[src/sv/assert_macros.svh]
// Assertion macros used by the top-level RTL file.
`ifndef ASSERT_MACROS_SVH
`define ASSERT_MACROS_SVH

// Clocked assertion, disabled while reset is low.
`define PDTE_ASSERT(lbl, clk, rst_n, prop, msg) \
    lbl: assert property (@(posedge clk) disable iff (!rst_n) prop) else $error(msg);

// Clocked assertion, also checked during reset.
`define PDTE_ASSERT_ALWAYS(lbl, clk, prop, msg) \
    lbl: assert property (@(posedge clk) prop) else $error(msg);

`endif

[src/sv/pdte_pkg.sv]
// Types, constants and micro-op table for the twist estimator.
`timescale 1ns / 1ps
`default_nettype none
package pdte_pkg;

    localparam int POS_W     = 32;
    localparam int QUAT_W    = 16;
    localparam int STAMP_W   = 48;
    localparam int MIN_W     = 20;
    localparam int VEL_W     = 32;
    localparam int OPD_W     = 36;
    localparam int PROD_W    = 2 * OPD_W;
    localparam int ACC_W     = 110;
    localparam int ROT_W     = 34;
    localparam int DQ_W      = 34;
    localparam int DPOS_W    = POS_W + 1;
    localparam int BV_W      = 69;
    localparam int SPLIT     = 34;
    localparam int DEN_W     = STAMP_W + 28;
    localparam int LIN_SHIFT = 28;
    localparam int ANG_SHIFT = 12;
    localparam int QUO_W     = 32;
    localparam int CNT_W     = 6;
    localparam int STEP_W    = 6;
    localparam int N_OUT     = 6;
    localparam int K_W       = 3;

    localparam logic [MIN_W-1:0]         MIN_RESET = 20'd1000;
    localparam logic signed [QUAT_W-1:0] Q_ONE     = 16'sd16384;
    localparam logic [OPD_W-1:0]         K_LIN     = 36'd1000000000;
    localparam logic [OPD_W-1:0]         K_ANG     = 36'd2000000000;
    localparam logic [STEP_W-1:0]        STEP_LAST = 6'd46;
    localparam logic [VEL_W-1:0]         VEL_MAX   = 32'h7FFF_FFFF;
    localparam logic [VEL_W-1:0]         VEL_MIN   = 32'h8000_0000;

    typedef enum logic [4:0] {
        A_ZERO, A_ONE, A_2X, A_2Y, A_2Z, A_QW, A_QX, A_QY, A_QZ,
        A_R00, A_R01, A_R02, A_R10, A_R11, A_R12, A_R20, A_R21, A_R22
    } t_asel;

    typedef enum logic [3:0] {
        B_ZERO, B_ONE, B_W, B_X, B_Y, B_Z, B_D0, B_D1, B_D2
    } t_bsel;

    typedef enum logic [4:0] {
        D_NONE, D_R00, D_R01, D_R02, D_R10, D_R11, D_R12, D_R20, D_R21, D_R22,
        D_DQ0, D_DQ1, D_DQ2, D_DQ3, D_B0, D_B1, D_B2
    } t_dst;

    typedef struct packed {
        logic  clr;
        logic  sub;
        t_asel asel;
        t_bsel bsel;
        t_dst  dst;
    } t_uop;

    typedef struct packed {
        logic en;
        logic clr;
        logic sub;
        logic hi;
    } t_mac_ctl;

    typedef struct packed {
        logic busy;
        logic done;
    } t_div_sts;

    function automatic t_uop mk(input logic c, input logic s, input t_asel a,
                                input t_bsel b, input t_dst d);
        t_uop u;
        u.clr  = c;
        u.sub  = s;
        u.asel = a;
        u.bsel = b;
        u.dst  = d;
        return u;
    endfunction

    // Rotation matrix, delta quaternion and body-frame offset, one product per step.
    function automatic t_uop uop(input logic [STEP_W-1:0] s);
        t_uop u;
        unique case (s)
            6'd0:  u = mk(1'b1, 1'b0, A_ONE, B_ONE, D_NONE);
            6'd1:  u = mk(1'b0, 1'b1, A_2Y,  B_Y,   D_NONE);
            6'd2:  u = mk(1'b0, 1'b1, A_2Z,  B_Z,   D_NONE);
            6'd3:  u = mk(1'b1, 1'b0, A_2X,  B_Y,   D_R00);
            6'd4:  u = mk(1'b0, 1'b1, A_2Z,  B_W,   D_NONE);
            6'd5:  u = mk(1'b1, 1'b0, A_2X,  B_Z,   D_R01);
            6'd6:  u = mk(1'b0, 1'b0, A_2Y,  B_W,   D_NONE);
            6'd7:  u = mk(1'b1, 1'b0, A_2X,  B_Y,   D_R02);
            6'd8:  u = mk(1'b0, 1'b0, A_2Z,  B_W,   D_NONE);
            6'd9:  u = mk(1'b1, 1'b0, A_ONE, B_ONE, D_R10);
            6'd10: u = mk(1'b0, 1'b1, A_2X,  B_X,   D_NONE);
            6'd11: u = mk(1'b0, 1'b1, A_2Z,  B_Z,   D_NONE);
            6'd12: u = mk(1'b1, 1'b0, A_2Y,  B_Z,   D_R11);
            6'd13: u = mk(1'b0, 1'b1, A_2X,  B_W,   D_NONE);
            6'd14: u = mk(1'b1, 1'b0, A_2X,  B_Z,   D_R12);
            6'd15: u = mk(1'b0, 1'b1, A_2Y,  B_W,   D_NONE);
            6'd16: u = mk(1'b1, 1'b0, A_2Y,  B_Z,   D_R20);
            6'd17: u = mk(1'b0, 1'b0, A_2X,  B_W,   D_NONE);
            6'd18: u = mk(1'b1, 1'b0, A_ONE, B_ONE, D_R21);
            6'd19: u = mk(1'b0, 1'b1, A_2X,  B_X,   D_NONE);
            6'd20: u = mk(1'b0, 1'b1, A_2Y,  B_Y,   D_NONE);
            6'd21: u = mk(1'b1, 1'b0, A_QW,  B_W,   D_R22);
            6'd22: u = mk(1'b0, 1'b0, A_QX,  B_X,   D_NONE);
            6'd23: u = mk(1'b0, 1'b0, A_QY,  B_Y,   D_NONE);
            6'd24: u = mk(1'b0, 1'b0, A_QZ,  B_Z,   D_NONE);
            6'd25: u = mk(1'b1, 1'b1, A_QX,  B_W,   D_DQ0);
            6'd26: u = mk(1'b0, 1'b0, A_QW,  B_X,   D_NONE);
            6'd27: u = mk(1'b0, 1'b1, A_QZ,  B_Y,   D_NONE);
            6'd28: u = mk(1'b0, 1'b0, A_QY,  B_Z,   D_NONE);
            6'd29: u = mk(1'b1, 1'b1, A_QY,  B_W,   D_DQ1);
            6'd30: u = mk(1'b0, 1'b0, A_QZ,  B_X,   D_NONE);
            6'd31: u = mk(1'b0, 1'b0, A_QW,  B_Y,   D_NONE);
            6'd32: u = mk(1'b0, 1'b1, A_QX,  B_Z,   D_NONE);
            6'd33: u = mk(1'b1, 1'b1, A_QZ,  B_W,   D_DQ2);
            6'd34: u = mk(1'b0, 1'b1, A_QY,  B_X,   D_NONE);
            6'd35: u = mk(1'b0, 1'b0, A_QX,  B_Y,   D_NONE);
            6'd36: u = mk(1'b0, 1'b0, A_QW,  B_Z,   D_NONE);
            6'd37: u = mk(1'b1, 1'b0, A_R00, B_D0,  D_DQ3);
            6'd38: u = mk(1'b0, 1'b0, A_R10, B_D1,  D_NONE);
            6'd39: u = mk(1'b0, 1'b0, A_R20, B_D2,  D_NONE);
            6'd40: u = mk(1'b1, 1'b0, A_R01, B_D0,  D_B0);
            6'd41: u = mk(1'b0, 1'b0, A_R11, B_D1,  D_NONE);
            6'd42: u = mk(1'b0, 1'b0, A_R21, B_D2,  D_NONE);
            6'd43: u = mk(1'b1, 1'b0, A_R02, B_D0,  D_B1);
            6'd44: u = mk(1'b0, 1'b0, A_R12, B_D1,  D_NONE);
            6'd45: u = mk(1'b0, 1'b0, A_R22, B_D2,  D_NONE);
            6'd46: u = mk(1'b1, 1'b0, A_ZERO, B_ZERO, D_B2);
            default: u = mk(1'b1, 1'b0, A_ZERO, B_ZERO, D_NONE);
        endcase
        return u;
    endfunction

endpackage
`default_nettype wire

[src/sv/pdte_mac.sv]
// Shared signed multiply-accumulate unit.
`timescale 1ns / 1ps
`default_nettype none
module pdte_mac (
    input  wire logic                                i_clk,
    input  wire pdte_pkg::t_mac_ctl                  i_ctl,
    input  wire logic signed [pdte_pkg::OPD_W-1:0]   i_a,
    input  wire logic signed [pdte_pkg::OPD_W-1:0]   i_b,
    output logic signed [pdte_pkg::ACC_W-1:0]        o_acc
);

    logic signed [pdte_pkg::ACC_W-1:0]  r_acc;
    logic signed [pdte_pkg::ACC_W-1:0]  n_acc;
    logic signed [pdte_pkg::PROD_W-1:0] prod;
    logic signed [pdte_pkg::ACC_W-1:0]  term;
    logic signed [pdte_pkg::ACC_W-1:0]  base;

    always_comb begin
        prod = i_a * i_b;
        term = pdte_pkg::ACC_W'(prod);
        if (i_ctl.hi) begin
            term = term <<< pdte_pkg::SPLIT;
        end
        base  = i_ctl.clr ? '0 : r_acc;
        n_acc = i_ctl.sub ? base - term : base + term;
    end

    always_ff @(posedge i_clk) begin
        if (i_ctl.en) begin
            r_acc <= n_acc;
        end
    end

    assign o_acc = r_acc;

endmodule
`default_nettype wire

[config.mk]
export PLATFORM = sky130hd
export DESIGN_NAME = pdte_mac
export DESIGN_NICKNAME = d
export VERILOG_FILES = /design/src/sv/assert_macros.svh /design/src/sv/pdte_pkg.sv /design/src/sv/pdte_mac.sv
export SDC_FILE = /design/constraint.sdc
export NUM_CORES = 2
export LEC_CHECK = 0
export ABC_AREA = 1
export BUFFER_PORTS_ARGS = -buffer_cell sky130_fd_sc_hd__buf_4
export CAP_MARGIN = 20
export CORE_MARGIN = 4
export CORE_UTILIZATION = 50
export CTS_CLUSTER_SIZE = 25
export DETAILED_ROUTE_END_ITERATION = 10
export PLACE_DENSITY_LB_ADDON = 0.15
export SYNTH_ARGS = -nofsm -noshare
export SYNTH_HDL_FRONTEND = slang
export SYNTH_SLANG_ARGS = --single-unit
[constraint.sdc]
create_clock -name i_clk -period 29.2 [get_ports i_clk]
set_clock_uncertainty 0.05 [all_clocks]
set_input_delay 4.38 -clock i_clk [delete_from_list [all_inputs] [get_ports i_clk]]
set_output_delay 4.38 -clock i_clk [all_outputs]
set_load 0.01 [all_outputs]
==> Word-level counts from Yosys, hierarchy flattened <==
Cells that the tools add are included.
{ "word_totals": {"reg_bits": 110, "input_bits": 77, "out_inout_bits": 110, "word_cells": 7} }
{ "op_classes": {"n_addsub": 2, "multipliers": 1, "muxes": 3} }
{ "ops": {"columns": ["op", "n"], "rows": [
  ["two-way mux 110 bit", 2],
  ["adder 110 x 106 -> 110 bit", 1],
  ["subtractor 110 x 106 -> 110 bit", 1],
  ["two-way mux 105 bit", 1],
  ["multiplier 36 x 36 -> 72 bit", 1]
]} }

==> Logic depth before layout (Yosys ltp) <==
{ "logic_depth": {"ltp_word": 4, "ltp_mapped": 63, "ltp_nobuf": 60} }

==> Worst setup path after synthesis <==
OpenSTA, ideal clock, no wires.
{ "synth_path": {"path_kind": "input to register", "start": "input i_a[35] (netlist bit)", "end": "register r_acc (netlist bit o_acc[108]), data pin", "setup_ns": 0.265, "arrival_time_ns": 14.489, "required_time_ns": 28.885, "slack_ns": 14.396, "cell_stages": 52, "path_buffers": 2, "path_cell_list": "clkbuf_1 > clkbuf_1 > nand2_1 > inv_1 > fa_1 > fa_1 > fa_1 > inv_1 > fa_1 > inv_1 > fa_1 > fa_1 > fa_1 > inv_1 > fa_1 > inv_1 > ha_1 > nand2_1 > (+16 left out) > o21ai_0 > ha_1 > nand2_1 > nor2_1 > inv_1 > nor2_1 > inv_1 > nor2_1 > and3_1 > nand3_1 > nand3_1 > nand3_1 > nand2_1 > nand2_1 > nand3_1 > a21boi_0 > o21ai_0 > xor2_1"} }
{ "synth_between": {"elab_chain_cells": 4, "word_cells_on_any_way": 5, "cone_classes": "add/sub: 2; mul: 1; mux: 2"} }
{ "synth_lines": {"columns": ["item", "line_no", "text"], "rows": [
  ["start: declaration", "pdte_mac.sv:7", "input wire logic signed [pdte_pkg::OPD_W-1:0] i_a,"],
  ["multiplier 36 x 36 -> 72 bit *", "pdte_mac.sv:19", "prod = i_a * i_b;"],
  ["two-way mux 105 bit", "pdte_mac.sv:21", "if (i_ctl.hi) begin"],
  ["adder 110 x 106 -> 110 bit or subtractor 110 x 106 -> 110 bit (tied branches)", "pdte_mac.sv:25", "n_acc = i_ctl.sub ? base - term : base + term;"],
  ["two-way mux 110 bit *", "pdte_mac.sv:25", null],
  ["net n_acc (one bit)", "pdte_mac.sv:13", "logic signed [pdte_pkg::ACC_W-1:0] n_acc;"],
  ["end signal: assignment", "pdte_mac.sv:30", "r_acc <= n_acc;"],
  ["end: declaration", "pdte_mac.sv:12", "logic signed [pdte_pkg::ACC_W-1:0] r_acc;"]
]} }
Mark *: on every way through the listed nets, which the timed path passes. The rest lies on a longest branch.
A chain may end at the register's enable or synchronous reset.

==> Worst setup path after layout <==
{ "layout_path": {"start": "input i_a[35] (netlist bit)", "end": "register r_acc (netlist bit o_acc[109]), data pin"} }
Same word-level chain as after synthesis.

==> metrics.txt <==
status=finished, final reports clean; vias in the first global route=63,300; final hold violation count=0; syn nets=11,300; final wirelength=250,000 um; Final Cycle Share=0.615; Area contributors post-synth=fa_1 41%, inv_1 15%, nand2_1 15%; PortBufs=186; Post-DP HPWL=216,000 um; Avg Synthesized Cell Area=7.03 um2; Core Rows=134; Starting Density=0.503; most common cell after layout, fill and taps aside=inv_1; Yosys cell types=54; Total Neg Setup Slack=0 ns; slowest cell on the critical path=fa_1; Skew-Pair Late Insertion Delay=0.42 ns; Worst Path Arrival=18.11 ns; predominant post-synthesis flop cell=edfxtp_1; CP max stage delay=0.93 ns; Top cell by count, worst path=nand2_1; RePlAce Congestion=1.12; Post-Synthesis Cells=9,542; max cap viols=0; DR pass1 iterations=6; DRC errors left=0; CTS clk-pin slew, worst paths=0.09 ns; Post-CTS Resized=0; Post-synth EDFFs=110; RSZ-0062 raised after global routing=false; WL per Instance=22.3 um; Synth async-reset ratio=0; core area=133,000 um2; number of H-tree levels=3; CTS tree=done; Starting DRT DRC Count=5,348; first-pass GRT wire length=385,000 um; Hold Path Stages=3; reg2reg path depth=18; Syn Std Cell Area=67,000 um2; total congestion overflow=0; Rel. slew slack=0.301; fill count=13,500; synth warn=0; final setup fails=0; Die Ht=374 um; Critical Path RT=29.34 ns; clk buf depth=2; Sink Count=110; Die Width=374 um; critical path peak fanout=61; Worst Setup Path Type=primary input to flip-flop; Root Buffer=clkbuf_16; Setup Buffers After CTS=0; Synth area leader=fa_1; DRT antenna net count=0; CTS buffer count=9; Tot GR Track Use=0.362; antenna violations before repair=6; CP endpoint kind=flip-flop; largest net degree at the start of global routing=84; area grow syn2layout=4.15%; Fmax=0.0557 GHz; fraction of layout cells with a size suffix above 1=0.0309; num ports=187; DIE AREA=140,000 um2; Pins Over Slew Limit=0; post-synthesis register bit count=110; sequential fraction of the synthesis area=0.0493; worst hold path type=flip-flop to flip-flop; Yosys top cell area share=0.412; Non-Filler Instances=11,200; DP Cell Count=11,200; Tightest Pin Transition=1.05 ns; mean number of vias per cell=5.36; Setup crit start kind=primary input; max reg flops=110; Final min period=17.96 ns; commonest non-fill, non-tap cells in the layout=2,694 x inv_1, 2,641 x nand2_1, 1,380 x fa_1; via count=60,000; hold buffer count at cts=0; final net count=11,200
## final timing paths
check / endpoint / start / slack [ns]
worst max-delay path: o_acc[109] / i_a[35] / 11.24
worst min-delay path: o_acc[0] / o_acc[0] / 0.74
worst max register to register: o_acc[101] / o_acc[2] / 24.42
worst min register to register: o_acc[0] / o_acc[0] / 0.74
## critical path, delay by kind of cell
kind,cells,cell delay (ns)
AO/OA/AOI/OAI,2,0.51
XOR/XNOR,1,0.32
adder cells (fa/ha/maj),10,5.86
buffers and inverters,10,2.17
AND/OR/NAND/NOR,26,4.69
## Yosys cell counts (32+ instances only)
cell type and count:
xor2_1 106, inv_1 2695, a31oi_1 44, nor3_1 32, a21oi_1 269, xnor2_1 93, fa_1 1380, ha_1 329
nand2_1 2641, nor2_1 760, clkbuf_1 320, nand3_1 316, nand4_1 65, edfxtp_1 110, o21ai_0 147
## cell families after synthesis
group | count (synthesis) | synth area share
fa+ha+maj | 1709 | 0.473
buf+inv | 3044 | 0.171
xor+xnor | 199 | 0.0260
compound gates | 560 | 0.0460
flops | 110 | 0.0493
simple gates | 3920 | 0.235
## layer usage
layer / part of all wire / GRT usage / vias to the layer above
li1: - / - / 27200
met1: 0.40 / 0.470 / 29600
met2: 0.47 / 0.597 / 2618
met3: 0.076 / 0.0546 / 607
met4: 0.058 / 0.169 / 4
met5: 0.000088 / 0 / -
## through the flow
step	util	hold slack [ns]	cell area [um2]	worst slack, ns
final	0.524	0.742	69800	11.24
after CTS	0.524	0.745	69800	11.55
after floorplan	-	0.770	67000	14.40
after detailed placement	0.522	0.727	69500	11.11
after global routing	0.524	0.805	69800	10.58
after global placement	0.522	0.729	69500	10.62
## final cells by class
class                      instances  area (um2)  area share
multi-input combinational       6388       52300       0.749
inverter                        2703       10100       0.145
sequential                       110        3300      0.0473
tap                             1768        2210      0.0317
timing repair buffer             211        1580      0.0226
clock buffer                      10         229     0.00328
clock inverter                     6        56.3    0.000806
antenna                            4        10.0    0.000143
Power is not shown: default switching activity piles up to over one toggle a cycle in this logic, so the estimate is an artifact.
