**config.mk**
```make
export PLATFORM = sky130hd
export DESIGN_NAME = pdte_div
export DESIGN_NICKNAME = d
export VERILOG_FILES = /design/src/sv/assert_macros.svh /design/src/sv/pdte_pkg.sv /design/src/sv/pdte_div.sv
export SDC_FILE = /design/constraint.sdc
export NUM_CORES = 1
export LEC_CHECK = 0
export BUFFER_PORTS_ARGS = -buffer_cell sky130_fd_sc_hd__buf_4
export CORE_MARGIN = 2
export CORE_UTILIZATION = 30
export DETAILED_ROUTE_END_ITERATION = 8
export PLACE_DENSITY = 0.47
export SYNTH_ARGS = -nofsm -noshare
export SYNTH_HDL_FRONTEND = slang
export SYNTH_SLANG_ARGS = --single-unit
```
**constraint.sdc**
```tcl
create_clock -name i_clk -period 5.4 [get_ports i_clk]
set_input_delay 1.62 -clock i_clk [delete_from_list [all_inputs] [get_ports i_clk]]
set_output_delay 1.62 -clock i_clk [all_outputs]
set_load 0.02 [all_outputs]
```
**src/sv/assert_macros.svh**
```systemverilog
// Assertion macros used by the top-level RTL file.
`ifndef ASSERT_MACROS_SVH
`define ASSERT_MACROS_SVH

// Clocked assertion, disabled while reset is low.
`define PDTE_ASSERT(lbl, clk, rst_n, prop, msg) \
    lbl: assert property (@(posedge clk) disable iff (!rst_n) prop) else $error(msg);

// Clocked assertion, also checked during reset.
`define PDTE_ASSERT_ALWAYS(lbl, clk, prop, msg) \
    lbl: assert property (@(posedge clk) prop) else $error(msg);

`endif

```
**src/sv/pdte_pkg.sv**
```systemverilog
// Types, constants and micro-op table for the twist estimator.
`timescale 1ns / 1ps
`default_nettype none
package pdte_pkg;

    localparam int POS_W     = 32;
    localparam int QUAT_W    = 16;
    localparam int STAMP_W   = 48;
    localparam int MIN_W     = 20;
    localparam int VEL_W     = 32;
    localparam int OPD_W     = 36;
    localparam int PROD_W    = 2 * OPD_W;
    localparam int ACC_W     = 110;
    localparam int ROT_W     = 34;
    localparam int DQ_W      = 34;
    localparam int DPOS_W    = POS_W + 1;
    localparam int BV_W      = 69;
    localparam int SPLIT     = 34;
    localparam int DEN_W     = STAMP_W + 28;
    localparam int LIN_SHIFT = 28;
    localparam int ANG_SHIFT = 12;
    localparam int QUO_W     = 32;
    localparam int CNT_W     = 6;
    localparam int STEP_W    = 6;
    localparam int N_OUT     = 6;
    localparam int K_W       = 3;

    localparam logic [MIN_W-1:0]         MIN_RESET = 20'd1000;
    localparam logic signed [QUAT_W-1:0] Q_ONE     = 16'sd16384;
    localparam logic [OPD_W-1:0]         K_LIN     = 36'd1000000000;
    localparam logic [OPD_W-1:0]         K_ANG     = 36'd2000000000;
    localparam logic [STEP_W-1:0]        STEP_LAST = 6'd46;
    localparam logic [VEL_W-1:0]         VEL_MAX   = 32'h7FFF_FFFF;
    localparam logic [VEL_W-1:0]         VEL_MIN   = 32'h8000_0000;

    typedef enum logic [4:0] {
        A_ZERO, A_ONE, A_2X, A_2Y, A_2Z, A_QW, A_QX, A_QY, A_QZ,
        A_R00, A_R01, A_R02, A_R10, A_R11, A_R12, A_R20, A_R21, A_R22
    } t_asel;

    typedef enum logic [3:0] {
        B_ZERO, B_ONE, B_W, B_X, B_Y, B_Z, B_D0, B_D1, B_D2
    } t_bsel;

    typedef enum logic [4:0] {
        D_NONE, D_R00, D_R01, D_R02, D_R10, D_R11, D_R12, D_R20, D_R21, D_R22,
        D_DQ0, D_DQ1, D_DQ2, D_DQ3, D_B0, D_B1, D_B2
    } t_dst;

    typedef struct packed {
        logic  clr;
        logic  sub;
        t_asel asel;
        t_bsel bsel;
        t_dst  dst;
    } t_uop;

    typedef struct packed {
        logic en;
        logic clr;
        logic sub;
        logic hi;
    } t_mac_ctl;

    typedef struct packed {
        logic busy;
        logic done;
    } t_div_sts;

    function automatic t_uop mk(input logic c, input logic s, input t_asel a,
                                input t_bsel b, input t_dst d);
        t_uop u;
        u.clr  = c;
        u.sub  = s;
        u.asel = a;
        u.bsel = b;
        u.dst  = d;
        return u;
    endfunction

    // Rotation matrix, delta quaternion and body-frame offset, one product per step.
    function automatic t_uop uop(input logic [STEP_W-1:0] s);
        t_uop u;
        unique case (s)
            6'd0:  u = mk(1'b1, 1'b0, A_ONE, B_ONE, D_NONE);
            6'd1:  u = mk(1'b0, 1'b1, A_2Y,  B_Y,   D_NONE);
            6'd2:  u = mk(1'b0, 1'b1, A_2Z,  B_Z,   D_NONE);
            6'd3:  u = mk(1'b1, 1'b0, A_2X,  B_Y,   D_R00);
            6'd4:  u = mk(1'b0, 1'b1, A_2Z,  B_W,   D_NONE);
            6'd5:  u = mk(1'b1, 1'b0, A_2X,  B_Z,   D_R01);
            6'd6:  u = mk(1'b0, 1'b0, A_2Y,  B_W,   D_NONE);
            6'd7:  u = mk(1'b1, 1'b0, A_2X,  B_Y,   D_R02);
            6'd8:  u = mk(1'b0, 1'b0, A_2Z,  B_W,   D_NONE);
            6'd9:  u = mk(1'b1, 1'b0, A_ONE, B_ONE, D_R10);
            6'd10: u = mk(1'b0, 1'b1, A_2X,  B_X,   D_NONE);
            6'd11: u = mk(1'b0, 1'b1, A_2Z,  B_Z,   D_NONE);
            6'd12: u = mk(1'b1, 1'b0, A_2Y,  B_Z,   D_R11);
            6'd13: u = mk(1'b0, 1'b1, A_2X,  B_W,   D_NONE);
            6'd14: u = mk(1'b1, 1'b0, A_2X,  B_Z,   D_R12);
            6'd15: u = mk(1'b0, 1'b1, A_2Y,  B_W,   D_NONE);
            6'd16: u = mk(1'b1, 1'b0, A_2Y,  B_Z,   D_R20);
            6'd17: u = mk(1'b0, 1'b0, A_2X,  B_W,   D_NONE);
            6'd18: u = mk(1'b1, 1'b0, A_ONE, B_ONE, D_R21);
            6'd19: u = mk(1'b0, 1'b1, A_2X,  B_X,   D_NONE);
            6'd20: u = mk(1'b0, 1'b1, A_2Y,  B_Y,   D_NONE);
            6'd21: u = mk(1'b1, 1'b0, A_QW,  B_W,   D_R22);
            6'd22: u = mk(1'b0, 1'b0, A_QX,  B_X,   D_NONE);
            6'd23: u = mk(1'b0, 1'b0, A_QY,  B_Y,   D_NONE);
            6'd24: u = mk(1'b0, 1'b0, A_QZ,  B_Z,   D_NONE);
            6'd25: u = mk(1'b1, 1'b1, A_QX,  B_W,   D_DQ0);
            6'd26: u = mk(1'b0, 1'b0, A_QW,  B_X,   D_NONE);
            6'd27: u = mk(1'b0, 1'b1, A_QZ,  B_Y,   D_NONE);
            6'd28: u = mk(1'b0, 1'b0, A_QY,  B_Z,   D_NONE);
            6'd29: u = mk(1'b1, 1'b1, A_QY,  B_W,   D_DQ1);
            6'd30: u = mk(1'b0, 1'b0, A_QZ,  B_X,   D_NONE);
            6'd31: u = mk(1'b0, 1'b0, A_QW,  B_Y,   D_NONE);
            6'd32: u = mk(1'b0, 1'b1, A_QX,  B_Z,   D_NONE);
            6'd33: u = mk(1'b1, 1'b1, A_QZ,  B_W,   D_DQ2);
            6'd34: u = mk(1'b0, 1'b1, A_QY,  B_X,   D_NONE);
            6'd35: u = mk(1'b0, 1'b0, A_QX,  B_Y,   D_NONE);
            6'd36: u = mk(1'b0, 1'b0, A_QW,  B_Z,   D_NONE);
            6'd37: u = mk(1'b1, 1'b0, A_R00, B_D0,  D_DQ3);
            6'd38: u = mk(1'b0, 1'b0, A_R10, B_D1,  D_NONE);
            6'd39: u = mk(1'b0, 1'b0, A_R20, B_D2,  D_NONE);
            6'd40: u = mk(1'b1, 1'b0, A_R01, B_D0,  D_B0);
            6'd41: u = mk(1'b0, 1'b0, A_R11, B_D1,  D_NONE);
            6'd42: u = mk(1'b0, 1'b0, A_R21, B_D2,  D_NONE);
            6'd43: u = mk(1'b1, 1'b0, A_R02, B_D0,  D_B1);
            6'd44: u = mk(1'b0, 1'b0, A_R12, B_D1,  D_NONE);
            6'd45: u = mk(1'b0, 1'b0, A_R22, B_D2,  D_NONE);
            6'd46: u = mk(1'b1, 1'b0, A_ZERO, B_ZERO, D_B2);
            default: u = mk(1'b1, 1'b0, A_ZERO, B_ZERO, D_NONE);
        endcase
        return u;
    endfunction

endpackage
`default_nettype wire

```
**src/sv/pdte_div.sv**
```systemverilog
// Restoring divider with rounding and 32-bit saturation, one quotient bit per cycle.
`timescale 1ns / 1ps
`default_nettype none
module pdte_div (
    input  wire logic                               i_clk,
    input  wire logic                               i_rst_n,
    input  wire logic                               i_start,
    input  wire logic [pdte_pkg::ACC_W-1:0]         i_num,
    input  wire logic [pdte_pkg::DEN_W-1:0]         i_den,
    input  wire logic                               i_neg,
    output pdte_pkg::t_div_sts                      o_sts,
    output logic [pdte_pkg::VEL_W-1:0]              o_res
);

    logic [pdte_pkg::ACC_W-1:0] r_rem;
    logic [pdte_pkg::ACC_W-1:0] r_dsh;
    logic [pdte_pkg::QUO_W-1:0] r_q;
    logic [pdte_pkg::CNT_W-1:0] r_cnt;
    logic                       r_ovf;
    logic                       r_neg;
    logic                       r_busy;
    logic                       r_done;
    logic                       ge;

    assign ge = r_rem >= r_dsh;

    always_ff @(posedge i_clk) begin
        if (!i_rst_n) begin
            r_busy <= 1'b0;
            r_done <= 1'b0;
        end else begin
            r_done <= 1'b0;
            if (i_start) begin
                r_rem  <= i_num + pdte_pkg::ACC_W'(i_den >> 1);
                r_dsh  <= pdte_pkg::ACC_W'(i_den) << pdte_pkg::QUO_W;
                r_cnt  <= pdte_pkg::CNT_W'(pdte_pkg::QUO_W);
                r_q    <= '0;
                r_ovf  <= 1'b0;
                r_neg  <= i_neg;
                r_busy <= 1'b1;
            end else if (r_busy) begin
                if (ge) begin
                    r_rem <= r_rem - r_dsh;
                end
                if (r_cnt == pdte_pkg::CNT_W'(pdte_pkg::QUO_W)) begin
                    r_ovf <= ge;
                end else begin
                    r_q <= {r_q[pdte_pkg::QUO_W-2:0], ge};
                end
                r_dsh <= r_dsh >> 1;
                if (r_cnt == '0) begin
                    r_busy <= 1'b0;
                    r_done <= 1'b1;
                end else begin
                    r_cnt <= r_cnt - 1'b1;
                end
            end
        end
    end

    always_comb begin
        if (r_ovf) begin
            o_res = r_neg ? pdte_pkg::VEL_MIN : pdte_pkg::VEL_MAX;
        end else if (r_neg) begin
            o_res = (r_q > pdte_pkg::VEL_MIN) ? pdte_pkg::VEL_MIN : (~r_q + 1'b1);
        end else begin
            o_res = r_q[pdte_pkg::QUO_W-1] ? pdte_pkg::VEL_MAX : r_q;
        end
    end

    assign o_sts.busy = r_busy;
    assign o_sts.done = r_done;

endmodule
`default_nettype wire

```
# After elaboration in Yosys (flattened, before gate mapping)
# Cells that the tools add are included.
[word_totals]
regBits = 261
wordCells = 52
output_inout_bits = 34
[classes]
n_eq_ne = 3
mux = 20
bitwise = 3
n_lt_le_gt_ge = 2
n_addsub = 4
n_reduce_logical = 11
[op_table]
columns = ["op", "n"]
rows = [
  ["$mux W110", 3],
  ["$mux W32", 6],
  ["$add A110 B75 Y110", 1],
  ["$ge A110 B109 Y1", 1],
  ["$sub A110 B109 Y110", 1],
  ["$mux W109", 1],
  ["$mux W108", 1],
  ["$add A32 B1 Y32 const B", 1],
  ["$gt A32 B32 Y1 const B", 1],
  ["$not A32 Y32", 1],
  ["$mux W31", 1],
  ["$mux W6", 2],
  ["$reduce_and A3 Y1", 4],
  ["$eq A6 B6 Y1 const B", 1],
  ["$logic_not A6 Y1", 1],
  ["$mux W1", 6],
  ["$reduce_bool A2 Y1", 3],
  ["$sub A6 B1 Y6 const B", 1],
  ["$ne A2 B2 Y1 const B", 2],
  ["$reduce_and A2 Y1", 2],
  ["$reduce_or A3 Y1", 1],
  ["$not A1 Y1", 2],
]

# Logic depth before layout (Yosys ltp)
[depth]
depth_word = 5
mapped_depth = 15
depth_no_buf = 15

# Least setup slack after synthesis
# Ideal clock, no wire load.
[synth_path]
path_type = "input port to flip-flop"
startpoint = "input port i_start"
endpoint = "register r_cnt[0] in the netlist's numbering, enable pin"
path_stages = 4
setup_slack_ns = -0.114
arrival_time_ns = 5.191
required_time_ns = 5.077
path_cell_list = "clkbuf_1 -> clkbuf_1 -> o21a_1 -> o31a_1"
[synth_between]
elab_chain_len = 2
[synth_rtl]
columns = ["element", "line_no", "source"]
rows = [
  ["start, declared", "pdte_div.sv:7", "input wire logic i_start,"],
  ["$ne A2 B2 Y1 (no line) / $reduce_bool A2 Y1 (equally long branches)", "--", ""],
  ["$reduce_and A3 Y1 (no line) (*)", "--", ""],
  ["end signal, assigned", "pdte_div.sv:36", "r_cnt <= pdte_pkg::CNT_W'(pdte_pkg::QUO_W);"],
  ["end signal, assigned", "pdte_div.sv:55", "r_cnt <= r_cnt - 1'b1;"],
  ["end, declared", "pdte_div.sv:18", "logic [pdte_pkg::CNT_W-1:0] r_cnt;"],
]
# Every way passes the cells marked *; elsewhere a longest branch is shown, timed or not.
# A chain may end at the register's enable or synchronous reset.

# Final worst setup path
[layout_path]
startpoint = "register r_q[1] in the netlist's numbering"
endpoint = "output port o_res[31] in the netlist's numbering"
[layout_between]
elab_chain_len = 5
[layout_rtl]
columns = ["element", "line_no", "source"]
rows = [
  ["start, declared", "pdte_div.sv:17", "logic [pdte_pkg::QUO_W-1:0] r_q;"],
  ["start signal, assigned", "pdte_div.sv:48", "r_q <= {r_q[pdte_pkg::QUO_W-2:0], ge};"],
  ["$not A32 Y32", "pdte_div.sv:65", "o_res = (r_q > pdte_pkg::VEL_MIN) ? pdte_pkg::VEL_MIN : (~r_q + 1'b1);"],
  ["$add A32 B1 Y32", "pdte_div.sv:65", ""],
  ["$mux W32 (*)", "pdte_div.sv:65", ""],
  ["$mux W32 (*)", "pdte_div.sv:64", "end else if (r_neg) begin"],
  ["$mux W32 (*)", "pdte_div.sv:62", "if (r_ovf) begin"],
  ["end, declared", "pdte_div.sv:12", "output logic [pdte_pkg::VEL_W-1:0] o_res"],
]
# Marked as above.

==> impl_metrics.toml <==
[die]
std_cell_rows = 102
die_area_mm2 = 0.0811
core_area_mm2 = 0.0777
chipWidth_um = 285
y_dimension_of_the_die_um = 285
start_util_pct = 30.4
floorplan.io_pins = 224

[pwr]
netSwitchingFraction_pct = 38.0
fin_total_pwr_w = 0.00879
pwr-share-seq_pct = 29.9
worst_ir_drop_vdd_uv = 139
power-per-cell-area_mw_per_mm2 = 304
clockPowerShare_pct = 29.7
p_int_w = 0.00545
share_comb_of_total_power_pct = 40.3
p_switching_w = 0.00334
p_leak_nw = 11.8

[synth]
share_of_flip_flops_with_an_asynchronous_set_or_reset_pct = 0
syn-mean-instance-area_um2 = 8.21
synth-edff-count = 258
synth_cell_types = 87
yosys_register_bits = 260
ys_dominant_reg_cell = "sky130_fd_sc_hd__edfxtp_1"
yosysSeqAreaShare_pct = 32.9
postSynthCellCount = 2881
post_synth_design_cell_area_mm2 = 0.0236
synth.net_count = 3259
yosys_warnings = 0

[clocking]
cts_hold_buf = 0
cts.root.buffer_cell = "sky130_fd_sc_hd__clkbuf_16"
cts_buf_count = 37
cts_h_tree_depth = 2
clock_insertion_delay_worst_skew_ns = 0.58
clkTransAtPathRegs_ns = 0.06
ctsLongestPathBuffers = 3
tritoncts_clock_tree = "yes"
cts.sinks = 260

[grt]
antenna_found_initial = 0
pin_count_of_the_biggest_net_entering_global_routing = 185
first_global_vias = 22600
grt_pass1_wl_um = 136000
grt-ovfl-total = 0
grt.total_usage_pct = 21.8

[drt]
detailroute.via_count = 22700
detail_route.drc_violations = 0
ant_nets = 0
wl_per_cell_um = 21.7
first_iter_violations = 1838
drt_first_pass_iters = 6
viasPerCell = 5.39
routed_wirelength_um = 91300

[place]
dpl_wire_length_um = 72700
routabilityCongestion = 0.928
place.port_buffers = 223
dp_cells = 4119

[finish]
mostFrequentLayoutCell = "sky130_fd_sc_hd__buf_4"
num_antenna_cells = 0
areaGrowthSynthToFinish_pct = 22.1
mostFrequentLayoutCells = "sky130_fd_sc_hd__buf_4, sky130_fd_sc_hd__a21oi_1, sky130_fd_sc_hd__nand2_1"
num-nets-final = 3521
fin_cells = 4211
final_layout_size_suffix_gt1_share_pct = 15.5
fillers = 8070

[job]
total_of_max_cap_violations = 0

[critical_path]
timing.critical_path.buf_inv = 1
critical-path-top-cell-by-count = "sky130_fd_sc_hd__or3_4"
worstSetupPathType = "register to output port"
crit_path_max_incr_delay_ns = 0.43
required_ns = 3.78
worst_path_max_delay_cell = "sky130_fd_sc_hd__or4_4"
worstPathMaxFanout = 2
type_of_destination_of_the_critical_path = "output port"
critical-path-top-delay-family = "simple AND/OR/NAND/NOR gates"
critical_path.startpoint_type = "register"
critPathArrivalTime_ns = 3.99
critical_path.cell_chain = "or3_4 -> or3_4 -> or3_4 -> or4_4 -> or3b_4 -> nor2_4 -> nand2_2 -> or3_4 -> nor3_4 -> xnor2_2 -> o21a_1 -> buf_6"

[timing]
slew_headroom_pct = 31.4
grt_setup_unrepaired = "true"
fin_ws_ns = -0.213
fin_worst_skew_ns = 0.0319
post-route-period-util_pct = 104
tightest_slew_ns = 1.02
layout_min_cycle_time_ns = 5.61
maxClockFrequency_ghz = 0.178
final_hold_viol_count = 0
holdWs_ns = 0.546
final_max_slew_viol_count = 0
timing.final.setup_violations = 6

[outcome]
result_of_the_run = "finished with violations"
failed_checks = "negative setup slack"

[hold_path]
min_path_type = "register to register"
-- per-layer routing --
metal | GRT usage, % | vias to the layer above | routed length, um
li1 | - | 11000 | -
met1 | 29.6 | 10900 | 41700
met2 | 34.5 | 616 | 40900
met3 | 3.62 | 134 | 5050
met4 | 8.33 | 0 | 3550
met5 | 0 | - | 0
-- area by class of cell --
cell class	instances	area, um2	share of cell area (%)
multi-input combinational	2298	14900	51.5
sequential	260	7790	27.0
timing repair buffer	375	3030	10.5
tap	1040	1300	4.51
clock buffer	42	945	3.27
inverter	171	644	2.23
clock inverter	25	314	1.09
-- power by group through the flow --
stage          registers [W]  logic (W)  clock network, W
2_1_floorplan        0.00263    0.00226                 0
3_3_place_gp         0.00267    0.00345                 0
3_5_place_dp         0.00267    0.00345                 0
4_1_cts              0.00263    0.00349           0.00267
5_1_grt              0.00265    0.00389           0.00274
6_report             0.00263    0.00354           0.00261
-- what timing repair did --
item | CTS | global route
gates cloned | 0 | 3
gates resized for setup | 23 | 37
setup buffers | 7 | 17
endpoints found under the hold margin | 0 | 0
setup endpoints to repair | 30 | 30
pin swaps | 5 | 5
-- sequential cells by signal, summed over array words and instances, names as in the netlist --
name and flops:
r_busy 1, r_cnt 6, r_q 32, r_neg 1, r_rem 110, r_ovf 1, r_done 1, r_dsh 108
-- worst register-to-register path: cells and delay by family, from the launching register on --
kind | cells | cell delay (ns)
and+or+nand+nor | 4 | 1.23
AOI/OAI and AO/OA | 4 | 2.03
xor gates and xnor gates | 1 | 0.18
buffers and inverters | 1 | 0.09
muxes | 1 | 0.09
adders and majority gates | 1 | 0.44
DFF | 1 | 0.32
-- synth_stat cells, drive strengths merged (13+ instances only) --
| master | n | area, um2 |
|---|---|---|
| a21oi | 331 | 1660 |
| nand2 | 301 | 1130 |
| edfxtp | 258 | 7750 |
| nor2 | 252 | 953 |
| o21ai | 252 | 1260 |
| ha | 186 | 2330 |
| inv | 171 | 642 |
| clkbuf | 130 | 499 |
| xnor2 | 109 | 955 |
| xor2 | 96 | 841 |
| a21o | 95 | 713 |
| nand4 | 95 | 594 |
| nor3 | 60 | 317 |
| o21bai | 53 | 398 |
| nor2b | 45 | 282 |
| nand3 | 41 | 205 |
| mux2i | 33 | 330 |
| o21a | 31 | 233 |
| o22ai | 27 | 169 |
| a31oi | 24 | 150 |
| buf | 22 | 98.8 |
| or3 | 22 | 153 |
| and2 | 19 | 119 |
| and3 | 19 | 119 |
| o31ai | 19 | 143 |
| nor4 | 18 | 113 |
| a211oi | 17 | 133 |
| a21boi | 16 | 120 |
| o211ai | 14 | 105 |
| nand2b | 13 | 81.3 |
-- worst paths after layout --
check | to | cells past startpoint | from | slack, ns
hold / removal | r_done | 1 | r_cnt[5] | 0.55
setup reg to reg | r_rem[82] | 12 | r_dsh[47] | 0.79
setup / recovery | o_res[31] | 12 | r_q[1] | -0.21
hold reg to reg | r_done | 1 | r_cnt[5] | 0.55
-- logic make-up (layout without fill, tap and decap cells) --
| family | after synthesis | in the layout | share of synthesized area, % |
|---|---|---|---|
| and+or+nand+nor | 917 | 917 | 18.3 |
| DFF | 260 | 260 | 32.9 |
| buffers and inverters | 323 | 613 | 5.24 |
| muxes | 37 | 37 | 1.59 |
| AOI/OAI and AO/OA | 951 | 951 | 24.3 |
| adders and majority gates | 188 | 188 | 10.0 |
| xor gates and xnor gates | 205 | 205 | 7.59 |
-- metrics by stage --
step / area [um2] / setup WS (ns) / TNS [ns] / utilization [%]
6_report: 28900 / -0.213 / -0.762 / 37.2
2_1_floorplan: 23600 / 0.358 / 0 / -
3_5_place_dp: 27100 / -0.264 / -2.26 / 34.9
5_1_grt: 28900 / -0.342 / -2.41 / 37.2
3_3_place_gp: 27100 / -0.233 / -1.31 / 34.9
4_1_cts: 28500 / -0.232 / -3.11 / 36.7
(Power assumes the default switching activity.)
